File: src/sv/rhs_pkg.sv
// rhs_pkg.sv
// Shared types, constants, modular reduction tables and hash step function
// for the rolling hash substring search. No dependencies.
package rhs_pkg;

  localparam int MAX_NEEDLE_DEF = 64;
  localparam int SYM_W  = 8;
  localparam int POS_W  = 32;
  localparam int HASH_W = 30;
  // An 8-bit digit magnitude times a residue below 2^30.
  localparam int PROD_W = HASH_W + SYM_W;
  // Radix times a residue plus a residue stays below 28 primes, under 2^35.
  localparam int ROLL_W = 35;
  localparam int TAB_N  = 256;
  // Queue between front and back; a power of two.
  localparam int QDEPTH = 4;
  localparam int QPTR_W = $clog2(QDEPTH);

  localparam logic [HASH_W-1:0] PRIME_A = 30'd1000000007;
  localparam logic [HASH_W-1:0] PRIME_B = 30'd1000000033;
  localparam logic [4:0] RADIX_A = 5'd26;
  localparam logic [4:0] RADIX_B = 5'd27;
  localparam logic [SYM_W-1:0] CHAR_BASE = 8'd97;

  // Command codes on the request channel.
  localparam logic [1:0] CMD_CLEAR  = 2'd0;
  localparam logic [1:0] CMD_NEEDLE = 2'd1;
  localparam logic [1:0] CMD_HAY    = 2'd2;

  // What the front hands to the back.
  typedef enum logic [1:0] {
    K_CLEAR,
    K_NEEDLE,
    K_HAY,
    K_FIXED
  } kind_t;

  typedef struct packed {
    kind_t             kind;
    logic [SYM_W-1:0]  sym;
    logic [SYM_W-1:0]  old;    // byte leaving the window
    logic              full;   // window was full before this byte
    logic              chk;    // window is full after this byte
    logic              last;
    logic [POS_W-1:0]  pos;    // start of the window ending at this byte
    logic              found;  // outcome of a fixed result
    logic              ovf;
  } entry_t;

  typedef struct packed {
    logic   push;
    entry_t data;
  } push_t;

  typedef struct packed {
    logic   empty;
    entry_t data;
  } head_t;

  typedef logic [ROLL_W-1:0] qp_tab_t [TAB_N];
  typedef logic [HASH_W-1:0] fold_tab_t [TAB_N];

  // Entry i holds the largest multiple of p not above i * 2^(ROLL_W-8).
  function automatic qp_tab_t build_qp(input logic [HASH_W-1:0] p);
    qp_tab_t t;
    logic [ROLL_W-1:0] lo;
    logic [ROLL_W-1:0] acc;
    for (int i = 0; i < TAB_N; i++) begin
      lo  = ROLL_W'(i) << (ROLL_W - 8);
      acc = '0;
      for (int k = 0; k < 40; k++) begin
        if (acc + ROLL_W'(p) <= lo) acc = acc + ROLL_W'(p);
      end
      t[i] = acc;
    end
    return t;
  endfunction

  // Entry i holds (i * 2^HASH_W) mod p.
  function automatic fold_tab_t build_fold(input logic [HASH_W-1:0] p);
    fold_tab_t t;
    logic [HASH_W:0] v;
    logic [HASH_W:0] step;
    step = (HASH_W+1)'(1) << HASH_W;
    step = step - (HASH_W+1)'(p);
    v = '0;
    for (int i = 0; i < TAB_N; i++) begin
      t[i] = v[HASH_W-1:0];
      v = v + step;
      if (v >= (HASH_W+1)'(p)) v = v - (HASH_W+1)'(p);
    end
    return t;
  endfunction

  localparam qp_tab_t   QP_A   = build_qp(PRIME_A);
  localparam qp_tab_t   QP_B   = build_qp(PRIME_B);
  localparam fold_tab_t FOLD_A = build_fold(PRIME_A);
  localparam fold_tab_t FOLD_B = build_fold(PRIME_B);

  // (r*h + d) mod p for h, d below p: the top bits pick the quotient to
  // within one, and a single compare-subtract finishes.
  function automatic logic [HASH_W-1:0] mod_roll(input logic [HASH_W-1:0] h,
                                                 input logic [HASH_W-1:0] d,
                                                 input logic [4:0] r,
                                                 input qp_tab_t qp,
                                                 input logic [HASH_W-1:0] p);
    logic [ROLL_W-1:0] x;
    logic [ROLL_W-1:0] y;
    x = ROLL_W'(h) * ROLL_W'(r) + ROLL_W'(d);
    y = x - qp[x[ROLL_W-1 -: 8]];
    if (y >= ROLL_W'(p)) y = y - ROLL_W'(p);
    return y[HASH_W-1:0];
  endfunction

endpackage

File: src/sv/rhs_fifo.sv
// rhs_fifo.sv
// Short queue that decouples the request front from the hashing back end.
// Depends on rhs_pkg.
module rhs_fifo (
  input  logic           clk,
  input  logic           rst,
  input  rhs_pkg::push_t wr,
  output logic           full,
  input  logic           pop,
  output rhs_pkg::head_t head
);
  import rhs_pkg::*;

  entry_t            mem [QDEPTH];
  logic [QPTR_W-1:0] wr_ptr;
  logic [QPTR_W-1:0] rd_ptr;
  logic [QPTR_W:0]   count;
  logic              do_push;
  logic              do_pop;

  assign full       = (count == (QPTR_W+1)'(QDEPTH));
  assign head.empty = (count == '0);
  assign head.data  = mem[rd_ptr];
  assign do_push    = wr.push && !full;
  assign do_pop     = pop && !head.empty;

  always_ff @(posedge clk) begin
    if (rst) begin
      wr_ptr <= '0;
      rd_ptr <= '0;
      count  <= '0;
    end else begin
      if (do_push) wr_ptr <= wr_ptr + 1'b1;
      if (do_pop)  rd_ptr <= rd_ptr + 1'b1;
      if (do_push && !do_pop)      count <= count + 1'b1;
      else if (do_pop && !do_push) count <= count - 1'b1;
    end
  end

  always_ff @(posedge clk) begin
    if (do_push) mem[wr_ptr] <= wr.data;
  end

endmodule

File: config.mk
export PLATFORM = sky130hd
export DESIGN_NAME = rhs_fifo
export DESIGN_NICKNAME = d
export VERILOG_FILES = /design/src/sv/rhs_pkg.sv /design/src/sv/rhs_fifo.sv
export SDC_FILE = /design/constraint.sdc
export NUM_CORES = 1
export LEC_CHECK = 0
export BUFFER_PORTS_ARGS = -buffer_cell sky130_fd_sc_hd__clkbuf_2
export CELL_PAD_IN_SITES_DETAIL_PLACEMENT = 2
export CELL_PAD_IN_SITES_GLOBAL_PLACEMENT = 2
export CORE_MARGIN = 2
export CORE_UTILIZATION = 48
export DETAILED_ROUTE_END_ITERATION = 6
export PLACE_DENSITY_LB_ADDON = 0.1
export SETUP_SLACK_MARGIN = 0.02
export SKIP_CTS_REPAIR_TIMING = 1
export SYNTH_ARGS = -nofsm -noshare
export SYNTH_HDL_FRONTEND = slang
export SYNTH_SLANG_ARGS = --single-unit
export TNS_END_PERCENT = 5
File: constraint.sdc
create_clock -name clk -period 5.4 [get_ports clk]
set_input_delay 0.81 -clock clk [delete_from_list [all_inputs] [get_ports clk]]
set_output_delay 0.81 -clock clk [all_outputs]
set_load 0.05 [all_outputs]
==> results.cfg <==
[timing]
setup_violations = 0
tightest_slew_ns = 1.06
final_hold_viol_count = 0
relSlewSlack_pct = 29.4
timing.final.crit_share_pct = 66.2
timing.final.max_slew_violations = 0
rsz0062_at_grt = false
finalSetupTns_ns = 0
period_minus_slack_ns = 3.58
fin_worst_skew_ns = 0.0267
max_freq_mhz = 280

[detailed_routing]
vias = 3949
routedWlPerCell_microns = 28.2
postRouteAntennaNets = 0
drc_errors = 0
routed_wl_microns = 19900
dr.pass1.iters = 4
viasPerCell = 5.59
drt-initial-drc-count = 243

[synthesis]
synthCells = 335
synth.distinct_cells = 24
ys.flop_type = edfxtp_1
syn_area_sq_um = 8470
syn_nets = 400
synth-seq-cells = 229
synth_edf_count = 220
post-synth-top-area-cell = edfxtp_1
synthDominantCellAreaShare_pct = 78.0
synth_common_cells = edfxtp_1 (220), mux4_2 (50), dfxtp_1 (9)
seq_area_frac_synth_pct = 80.1
synth_area_leaders = edfxtp_1 (78%), mux4_2 (13%), dfxtp_1 (2.1%), mux4_1 (1.6%), buf_12 (1.2%)
synthMostInstantiatedCell = edfxtp_1
avgSynthCellArea_sq_um = 25.3
ys_async_sr_fraction_pct = 0
yosysWarningCount = 0

[clock_network]
cts-root-buf = clkbuf_16
insertion_delay_ns = 0.53
numCtsBuffers = 25
cts.sinks = 229
cts_tree = done
htree_num_levels = 1
path_clk_slew_ns = 0.06
cts_buffer_depth = 3

[floorplan]
io_pins = 116
dieArea_sq_um = 18700
die_height_microns = 137
core_area_sq_um = 17300
die_width_microns = 137
rows = 48
start_util_pct = 49.0

[worst_hold_path]
hold_path_class = input port to flop
hold_end = mem[3][4]
holdPathStages = 1
min-delay-start = wr[4]

[grt]
grt_pass1_wl_microns = 29500
grt_start_max_net_pins = 56
grt-ovfl-total = 0
grt_pass1_vias = 4427
antenna_found_initial = 0
grt_usage_pct = 22.3

[worst_setup_path]
worstPathMaxFanout = 39
r2r_end = count[2]
r2r_start = count[0]
worst_r2r_path_depth = 8
cp-start-kind = flop
end_kind = output pin
cp.arrival_ns = 2.77
r2r_slack_ns = 2.94
crit_type = flop to output pin
crit_required_ns = 4.59

[layout]
utilization_pct = 57.4
diodes = 0
nets = 531
final_layout_size_suffix_gt1_share_pct = 42.7
area_growth_syn_to_layout_pct = 17.1

[placement]
place_congestion = 0.669
dpl.hpwl_microns = 11700
port-buffer-count = 115

[power]
p_leak_nw = 3.37
p_total_mw = 5.41
ir_drop_mv = 0.346
powerDensity_nw_per_um2 = 545

[job]
maxCapViolations = 0

[run_status]
run_status = completed
-- routing by layer --
| layer | track usage, % | part of all wire (%) |
|---|---|---|
| met5 | 0 | 0 |
| met4 | 5.50 | 2.4 |
| met3 | 4.93 | 5.0 |
| met2 | 38.8 | 53 |
| met1 | 28.8 | 39 |
-- cell usage in the layout, fill, tap and decap left out, types with 3 or more instances in the layout --
cell type and instances:
clkbuf_2 115, dfxtp_1 7, nor2_1 6, clkbuf_1 8, clkbuf_16 25, clkinv_1 4
edfxtp_1 220, inv_1 4, xor2_1 4, and2_4 4, ha_1 5, mux4_1 5
clkinv_2 3, mux4_2 50
-- area by class of cell --
cell class | count | area, sq um
multi-input combinational | 89 | 1540
clock buffer | 33 | 656
tap | 225 | 282
inverter | 4 | 15.0
fill | 1437 | 7370
clock inverter | 10 | 55.1
timing repair buffer | 117 | 591
sequential | 229 | 6790
-- power breakdown --
part | internal [mW] | switching [mW] | leakage, nW
registers | 2.14 | 0.172 | 2.09
logic | 0.488 | 1.09 | 0.935
clock network | 0.851 | 0.660 | 0.345
-- critical path, cell delays in order, from the launching register on --
cell      delay, ns
dfxtp_4        0.87
buf_4          0.46
mux4_2         0.60
clkbuf_2       0.26
-- worst max-delay path by stage --
stage                     depth (start not counted)        end  slack (ns)   start
after floorplan                                   3  mem[0][0]        2.53  wr[55]
after global placement                            3   head[12]        2.35    flop
after detailed placement                          3   head[12]        2.30    flop
after CTS                                         3   head[10]        1.73    flop
after global routing                              3   head[10]        1.58    flop
final                                             3   head[10]        1.82    flop
-- stage by stage --
stage	cell area [sq um]	hold slack (ns)	instances	worst slack [ns]
2_1_floorplan	8470	0.482	335	2.53
3_3_place_gp	9220	0.503	664	2.35
3_5_place_dp	9220	0.550	664	2.30
4_1_cts	9930	0.479	707	1.73
5_1_grt	9930	0.487	707	1.58
6_report	9930	0.505	707	1.82
-- state kept, by name, summed over array words and instances (netlist names), named ones only --
signal  count
mem       220
count       3
wr_ptr      2
rd_ptr      2
-- logic make-up (layout without fill, tap and decap cells) --
family | Yosys count | in the layout | share of synthesized area (%)
and+or+nand+nor | 16 | 16 | 1.06
DFF | 229 | 229 | 80.1
buffers and inverters | 17 | 164 | 1.89
AOI/OAI and AO/OA | 6 | 6 | 0.487
muxes | 57 | 57 | 15.1
xor gates and xnor gates | 4 | 4 | 0.413
adders and majority gates | 6 | 6 | 0.975
Note: power is estimated with default switching activity, not from simulation.
