### src/sv/rhs_pkg.sv
// rhs_pkg.sv
// Shared types, constants, modular reduction tables and hash step function
// for the rolling hash substring search. No dependencies.
package rhs_pkg;

  localparam int MAX_NEEDLE_DEF = 64;
  localparam int SYM_W  = 8;
  localparam int POS_W  = 32;
  localparam int HASH_W = 30;
  // An 8-bit digit magnitude times a residue below 2^30.
  localparam int PROD_W = HASH_W + SYM_W;
  // Radix times a residue plus a residue stays below 28 primes, under 2^35.
  localparam int ROLL_W = 35;
  localparam int TAB_N  = 256;
  // Queue between front and back; a power of two.
  localparam int QDEPTH = 4;
  localparam int QPTR_W = $clog2(QDEPTH);

  localparam logic [HASH_W-1:0] PRIME_A = 30'd1000000007;
  localparam logic [HASH_W-1:0] PRIME_B = 30'd1000000033;
  localparam logic [4:0] RADIX_A = 5'd26;
  localparam logic [4:0] RADIX_B = 5'd27;
  localparam logic [SYM_W-1:0] CHAR_BASE = 8'd97;

  // Command codes on the request channel.
  localparam logic [1:0] CMD_CLEAR  = 2'd0;
  localparam logic [1:0] CMD_NEEDLE = 2'd1;
  localparam logic [1:0] CMD_HAY    = 2'd2;

  // What the front hands to the back.
  typedef enum logic [1:0] {
    K_CLEAR,
    K_NEEDLE,
    K_HAY,
    K_FIXED
  } kind_t;

  typedef struct packed {
    kind_t             kind;
    logic [SYM_W-1:0]  sym;
    logic [SYM_W-1:0]  old;    // byte leaving the window
    logic              full;   // window was full before this byte
    logic              chk;    // window is full after this byte
    logic              last;
    logic [POS_W-1:0]  pos;    // start of the window ending at this byte
    logic              found;  // outcome of a fixed result
    logic              ovf;
  } entry_t;

  typedef struct packed {
    logic   push;
    entry_t data;
  } push_t;

  typedef struct packed {
    logic   empty;
    entry_t data;
  } head_t;

  typedef logic [ROLL_W-1:0] qp_tab_t [TAB_N];
  typedef logic [HASH_W-1:0] fold_tab_t [TAB_N];

  // Entry i holds the largest multiple of p not above i * 2^(ROLL_W-8).
  function automatic qp_tab_t build_qp(input logic [HASH_W-1:0] p);
    qp_tab_t t;
    logic [ROLL_W-1:0] lo;
    logic [ROLL_W-1:0] acc;
    for (int i = 0; i < TAB_N; i++) begin
      lo  = ROLL_W'(i) << (ROLL_W - 8);
      acc = '0;
      for (int k = 0; k < 40; k++) begin
        if (acc + ROLL_W'(p) <= lo) acc = acc + ROLL_W'(p);
      end
      t[i] = acc;
    end
    return t;
  endfunction

  // Entry i holds (i * 2^HASH_W) mod p.
  function automatic fold_tab_t build_fold(input logic [HASH_W-1:0] p);
    fold_tab_t t;
    logic [HASH_W:0] v;
    logic [HASH_W:0] step;
    step = (HASH_W+1)'(1) << HASH_W;
    step = step - (HASH_W+1)'(p);
    v = '0;
    for (int i = 0; i < TAB_N; i++) begin
      t[i] = v[HASH_W-1:0];
      v = v + step;
      if (v >= (HASH_W+1)'(p)) v = v - (HASH_W+1)'(p);
    end
    return t;
  endfunction

  localparam qp_tab_t   QP_A   = build_qp(PRIME_A);
  localparam qp_tab_t   QP_B   = build_qp(PRIME_B);
  localparam fold_tab_t FOLD_A = build_fold(PRIME_A);
  localparam fold_tab_t FOLD_B = build_fold(PRIME_B);

  // (r*h + d) mod p for h, d below p: the top bits pick the quotient to
  // within one, and a single compare-subtract finishes.
  function automatic logic [HASH_W-1:0] mod_roll(input logic [HASH_W-1:0] h,
                                                 input logic [HASH_W-1:0] d,
                                                 input logic [4:0] r,
                                                 input qp_tab_t qp,
                                                 input logic [HASH_W-1:0] p);
    logic [ROLL_W-1:0] x;
    logic [ROLL_W-1:0] y;
    x = ROLL_W'(h) * ROLL_W'(r) + ROLL_W'(d);
    y = x - qp[x[ROLL_W-1 -: 8]];
    if (y >= ROLL_W'(p)) y = y - ROLL_W'(p);
    return y[HASH_W-1:0];
  endfunction

endpackage

### src/sv/rhs_front.sv
// rhs_front.sv
// Request front: classifies commands, tracks lengths and the window ring,
// and hands work items to the queue. Depends on rhs_pkg.
module rhs_front #(
  parameter int MAX_NEEDLE = rhs_pkg::MAX_NEEDLE_DEF
) (
  input  logic                      clk,
  input  logic                      rst,
  input  logic                      req_valid,
  output logic                      req_stall,
  input  logic [1:0]                cmd,
  input  logic [rhs_pkg::SYM_W-1:0] symbol,
  input  logic                      last,
  input  logic                      q_full,
  output rhs_pkg::push_t            q_push
);
  import rhs_pkg::*;

  localparam int PTR_W = (MAX_NEEDLE > 1) ? $clog2(MAX_NEEDLE) : 1;
  localparam int LEN_W = $clog2(MAX_NEEDLE + 1);

  logic [LEN_W-1:0] needle_length, needle_length_next;
  logic [POS_W-1:0] bytes_seen, bytes_seen_next;
  logic [PTR_W-1:0] ring_pointer, ring_pointer_next;
  logic             length_overflow, length_overflow_next;
  logic             fixed_done, fixed_done_next;
  logic             stage_valid;
  entry_t           stage;
  entry_t           ent;
  logic             keep;
  logic             ring_we;
  logic             acc;
  logic [POS_W-1:0] seen_inc;
  logic [PTR_W:0]   ptr_inc;

  logic [SYM_W-1:0] ring [MAX_NEEDLE];
  logic [SYM_W-1:0] ring_rd;

  assign req_stall = stage_valid && q_full;
  assign acc       = req_valid && !req_stall;

  always_comb begin
    q_push.push     = stage_valid && !q_full;
    q_push.data     = stage;
    q_push.data.old = ring_rd;
  end

  always_comb begin
    ent                  = '0;
    ent.sym              = symbol;
    ent.last             = last;
    keep                 = 1'b0;
    ring_we              = 1'b0;
    needle_length_next   = needle_length;
    bytes_seen_next      = bytes_seen;
    ring_pointer_next    = ring_pointer;
    length_overflow_next = length_overflow;
    fixed_done_next      = fixed_done;
    seen_inc = (bytes_seen == '1) ? bytes_seen : bytes_seen + 1'b1;
    ptr_inc  = {1'b0, ring_pointer} + 1'b1;
    case (cmd)
      CMD_CLEAR: begin
        keep                 = 1'b1;
        ent.kind             = K_CLEAR;
        needle_length_next   = '0;
        bytes_seen_next      = '0;
        ring_pointer_next    = '0;
        length_overflow_next = 1'b0;
        fixed_done_next      = 1'b0;
      end
      CMD_NEEDLE: begin
        if (!fixed_done && bytes_seen == '0) begin
          if (needle_length >= LEN_W'(MAX_NEEDLE)) begin
            length_overflow_next = 1'b1;
          end else begin
            keep               = 1'b1;
            ent.kind           = K_NEEDLE;
            needle_length_next = needle_length + 1'b1;
          end
        end
      end
      CMD_HAY: begin
        if (!fixed_done) begin
          if (length_overflow) begin
            if (last) begin
              keep            = 1'b1;
              ent.kind        = K_FIXED;
              ent.ovf         = 1'b1;
              fixed_done_next = 1'b1;
            end
          end else if (needle_length == '0) begin
            keep            = 1'b1;
            ent.kind        = K_FIXED;
            ent.found       = 1'b1;
            fixed_done_next = 1'b1;
          end else begin
            keep            = 1'b1;
            ent.kind        = K_HAY;
            ent.full        = (bytes_seen >= POS_W'(needle_length));
            ent.chk         = (seen_inc >= POS_W'(needle_length));
            ent.pos         = seen_inc - POS_W'(needle_length);
            ring_we         = 1'b1;
            bytes_seen_next = seen_inc;
            if ((LEN_W+1)'(ptr_inc) >= (LEN_W+1)'(needle_length)) begin
              ring_pointer_next = '0;
            end else begin
              ring_pointer_next = ptr_inc[PTR_W-1:0];
            end
          end
        end
      end
      default: begin
      end
    endcase
  end

  always_ff @(posedge clk) begin
    if (rst) begin
      stage_valid     <= 1'b0;
      needle_length   <= '0;
      bytes_seen      <= '0;
      ring_pointer    <= '0;
      length_overflow <= 1'b0;
      fixed_done      <= 1'b0;
    end else begin
      if (acc) begin
        stage_valid     <= keep;
        needle_length   <= needle_length_next;
        bytes_seen      <= bytes_seen_next;
        ring_pointer    <= ring_pointer_next;
        length_overflow <= length_overflow_next;
        fixed_done      <= fixed_done_next;
      end else if (q_push.push) begin
        stage_valid <= 1'b0;
      end
    end
  end

  always_ff @(posedge clk) begin
    if (acc) stage <= ent;
  end

  // Ring read returns the byte stored before this write.
  always_ff @(posedge clk) begin
    if (acc) begin
      ring_rd <= ring[ring_pointer];
      if (ring_we) ring[ring_pointer] <= symbol;
    end
  end

endmodule

### config.mk
export PLATFORM = sky130hd
export DESIGN_NAME = rhs_front
export DESIGN_NICKNAME = d
export VERILOG_FILES = /design/src/sv/rhs_pkg.sv /design/src/sv/rhs_front.sv
export SDC_FILE = /design/constraint.sdc
export NUM_CORES = 1
export LEC_CHECK = 0
export BUFFER_PORTS_ARGS = -buffer_cell sky130_fd_sc_hd__buf_4
export CORE_UTILIZATION = 45
export CTS_CLUSTER_DIAMETER = 80
export DETAILED_ROUTE_END_ITERATION = 7
export PLACE_DENSITY_LB_ADDON = 0.12
export REMOVE_ABC_BUFFERS = 1
export SLEW_MARGIN = 20
export SYNTH_ARGS = -nofsm -noshare
export SYNTH_HDL_FRONTEND = slang
export SYNTH_SLANG_ARGS = --single-unit
### constraint.sdc
create_clock -name clk -period 6.6 [get_ports clk]
set_clock_uncertainty 0.05 [all_clocks]
set_input_delay 1.98 -clock clk [delete_from_list [all_inputs] [get_ports clk]]
set_output_delay 1.98 -clock clk [all_outputs]
set_load 0.03 [all_outputs]
==> results.toml <==
[clocking]
cts-root-buf = "clkbuf_16"
cts_buffers = 67
clk_pin_slew_ns = 0.06
clockBufferDepth = 3
cts_resized = 0
clk_latency_ns = 0.59
cts_hold_buf = 0
htree_num_levels = 3
postCtsSetupBuffers = 0
cts_tree = "yes"
cts.sink_count = 615

[floorplanning]
ioPinCount = 72
coreArea_mm2 = 0.0551
die-width_um = 238
start_util = 0.455
std_cell_rows = 86
die_y_um = 238
die_area_mm2 = 0.0566

[detailed_routing]
avgRoutedWirePerCell_um = 25.5
via_count = 15734
drt_iter0_markers = 1583
drcViolationCount = 0
antenna_left = 0
drt_first_pass_iters = 5
wl_mm = 66.4
vias_per_cell = 6.04

[worst_setup_path]
r2r-start = "bytes_seen[3]$_SDFFE_PP0P_"
critical-path-top-delay-family = "simple AND/OR/NAND/NOR gates"
r2r-end = "q_push[24]$_SDFFCE_PP0P_"
required_ns = 7.00
cp_max_fo = 9
start_kind = "flop"
crit_type = "reg -> reg"
worstPathArrival_ns = 5.91
slowest_stage = "or4_1"
path_cells = "nand4_1, or3_1, nor2_1, nand2_1, nand2_1, o21ai_0, fa_1, a21o_1, a21oi_1, o21ai_0, a31oi_1, nand4_1, or4_1, or4_1, a21oi_1"
setup.worst_path.end_class = "flop"
reg2reg_depth = 15
worst_path_largest_cell_delay_ns = 0.65
ff2ff_setup_slack_ns = 1.09
crit_buf_inv = 0

[yosys]
synth_area_leaders = "edfxtp_1, a22oi_1, dfxtp_1"
synth_seq_cells = 615
synth_cell_types = 62
synth_top_area_share = 0.680
synth-seq-area-share = 0.718
async_reset_ff_frac = 0
synth_area_mm2 = 0.0251
synth_edf_count = 567
synthFlopType = "edfxtp_1"
syn_inst = 1761
ys_warn_count = 0
avgSynthCellArea_um2 = 14.2
synth_top_area_cell = "edfxtp_1"

[sta]
hold_viol = 0
rsz0062_at_grt = "false"
fmax_mhz = 181
worstMarginPinSlew_ns = 1.02
finalCritPeriodShare = 0.835
drv_slew = 0
worst_slack_ns = 1.09
finalCriticalPeriod_ns = 5.51
holdWs_ns = 0.442
finalSetupViolCount = 0
relSlewSlack = 0.304
fin_tns_setup_ns = 0

[global_route]
grt_max_degree = 66
antenna_found_initial = 0
grt_pass1_wl_mm = 98.7
grt_overflow = 0
first_global_vias = 15339
met2_usage = 0.398
gr-usage-met1 = 0.314
top_usage_layer = "met2"
grtUsageMet3 = 0.0374
grt_usage = 0.237

[layout]
syn2layout_area_growth_pct = 13.6
final_common_cell = "edfxtp_1"
final_cell_mix = "edfxtp_1, a22oi_1, nor2_1"
stdcell_count = 2607
nFillCells = 4647
final_util = 0.517
design_area_mm2 = 0.0285
regArea_mm2 = 0.0180
drive_above_1_share = 0.116
multi_input_area_mm2 = 0.00656
nNetsFinal = 1856
diodes = 0

[placed_design]
io_buffers = 71
hpwlAfterDp_mm = 38.9
pre_cts_ws_ns = 1.24
dp_cells = 2489
gp_congestion = 0.890
dpl_cell_area_mm2 = 0.0263

[power_and_ir_drop]
leakagePower_nw = 9.04
pwr_density_cell_mw_per_mm2 = 285
ir_worst_vdd_v = 0.000282
finalPower_mw = 8.12

[outcome]
status = "finished, final reports clean"

[flow_run]
max_cap_viol_count = 0

[worst_hold_path]
worstHoldEndpoint = "needle_length[6]$_SDFFE_PP0P_"
hold_path.class = "reg -> reg"
hp-start = "needle_length[5]$_SDFFE_PP0P_"
worst_hold_path.num_cells = 2
[synth_stat cells, types with 4 or more instances]
| cell | number |
|---|---|
| nand2_1 | 68 |
| o211ai_1 | 8 |
| clkbuf_1 | 94 |
| a21oi_1 | 51 |
| a22oi_1 | 291 |
| nor2b_1 | 7 |
| o21a_1 | 4 |
| and2_1 | 10 |
| nor4_1 | 16 |
| and3_1 | 18 |
| mux2i_1 | 5 |
| o21ai_0 | 22 |
| or2_2 | 4 |
| nor2_1 | 141 |
| a311oi_1 | 5 |
| dfxtp_1 | 48 |
| xor2_1 | 13 |
| inv_1 | 21 |
| buf_2 | 10 |
| or3_1 | 11 |
| a221oi_1 | 4 |
| nand2b_1 | 8 |
| a21o_1 | 15 |
| nor3_1 | 38 |
| nand3_1 | 30 |
| nand3b_1 | 5 |
| ha_1 | 30 |
| a31oi_1 | 12 |
| edfxtp_1 | 567 |
| o31ai_1 | 5 |
| nand4_1 | 95 |
| a22o_1 | 4 |
| buf_1 | 12 |
| nor3b_1 | 10 |
| xnor2_1 | 34 |
| or4_1 | 8 |
[final cells by class]
type                       instances  share of cell area
inverter                          21             0.00277
timing repair buffer              98              0.0267
clock inverter                    34              0.0121
tap                              748              0.0329
clock buffer                      84              0.0630
sequential                       615               0.632
multi-input combinational       1007               0.230
[report_power, final]
part	total (mW)	switching [mW]	leakage (nW)	internal, mW
logic	0.159	0.123	2.44	0.0355
registers	4.28	0.00813	5.54	4.27
clock network	3.68	1.51	1.06	2.17
[state kept, by name, indices dropped and copies added (netlist names)]
signal and cells:
stage_valid 1, ring_rd 8, ring 512, fixed_done 1, ring_pointer 6, q_push 47, bytes_seen 32, length_overflow 1
needle_length 7
[worst reg2reg max path: stages, from the launching register on]
cell and delay (ns):
dfxtp_1 0.47, nand4_1 0.35, or3_1 0.49, nor2_1 0.25, nand2_1 0.30, nand2_1 0.16, o21ai_0 0.20, fa_1 0.50
a21o_1 0.20, a21oi_1 0.20, o21ai_0 0.14, a31oi_1 0.35, nand4_1 0.35, or4_1 0.65, or4_1 0.57, a21oi_1 0.15
[routing by layer]
layer / share of wire / routed length (um)
met1: 0.41 / 27500
met2: 0.49 / 32500
met3: 0.065 / 4340
met4: 0.031 / 2030
met5: 0 / 0
[worst max-delay path by stage]
stage                           startpoint  depth (start not counted)  slack, ns                     endpoint
2_1_floorplan                       q_full                          6       0.73  bytes_seen[14]$_SDFFE_PP0P_
3_3_place_gp   bytes_seen[24]$_SDFFE_PP0P_                         16       1.28     q_push[24]$_SDFFCE_PP0P_
3_5_place_dp   bytes_seen[24]$_SDFFE_PP0P_                         16       1.24     q_push[24]$_SDFFCE_PP0P_
4_1_cts         bytes_seen[3]$_SDFFE_PP0P_                         15       1.18     q_push[24]$_SDFFCE_PP0P_
5_1_grt         bytes_seen[3]$_SDFFE_PP0P_                         15       0.75     q_push[24]$_SDFFCE_PP0P_
6_report        bytes_seen[3]$_SDFFE_PP0P_                         15       1.09     q_push[24]$_SDFFCE_PP0P_
[logic make-up after synthesis]
logic type,Yosys count,share of synthesized area
DFF,615,0.718
and+or+nand+nor,482,0.0990
AOI/OAI and AO/OA,439,0.125
buffers and inverters,139,0.0216
xor gates and xnor gates,49,0.0177
adders and majority gates,31,0.0158
muxes,6,0.00245
Power figures use the tool's default switching activity.
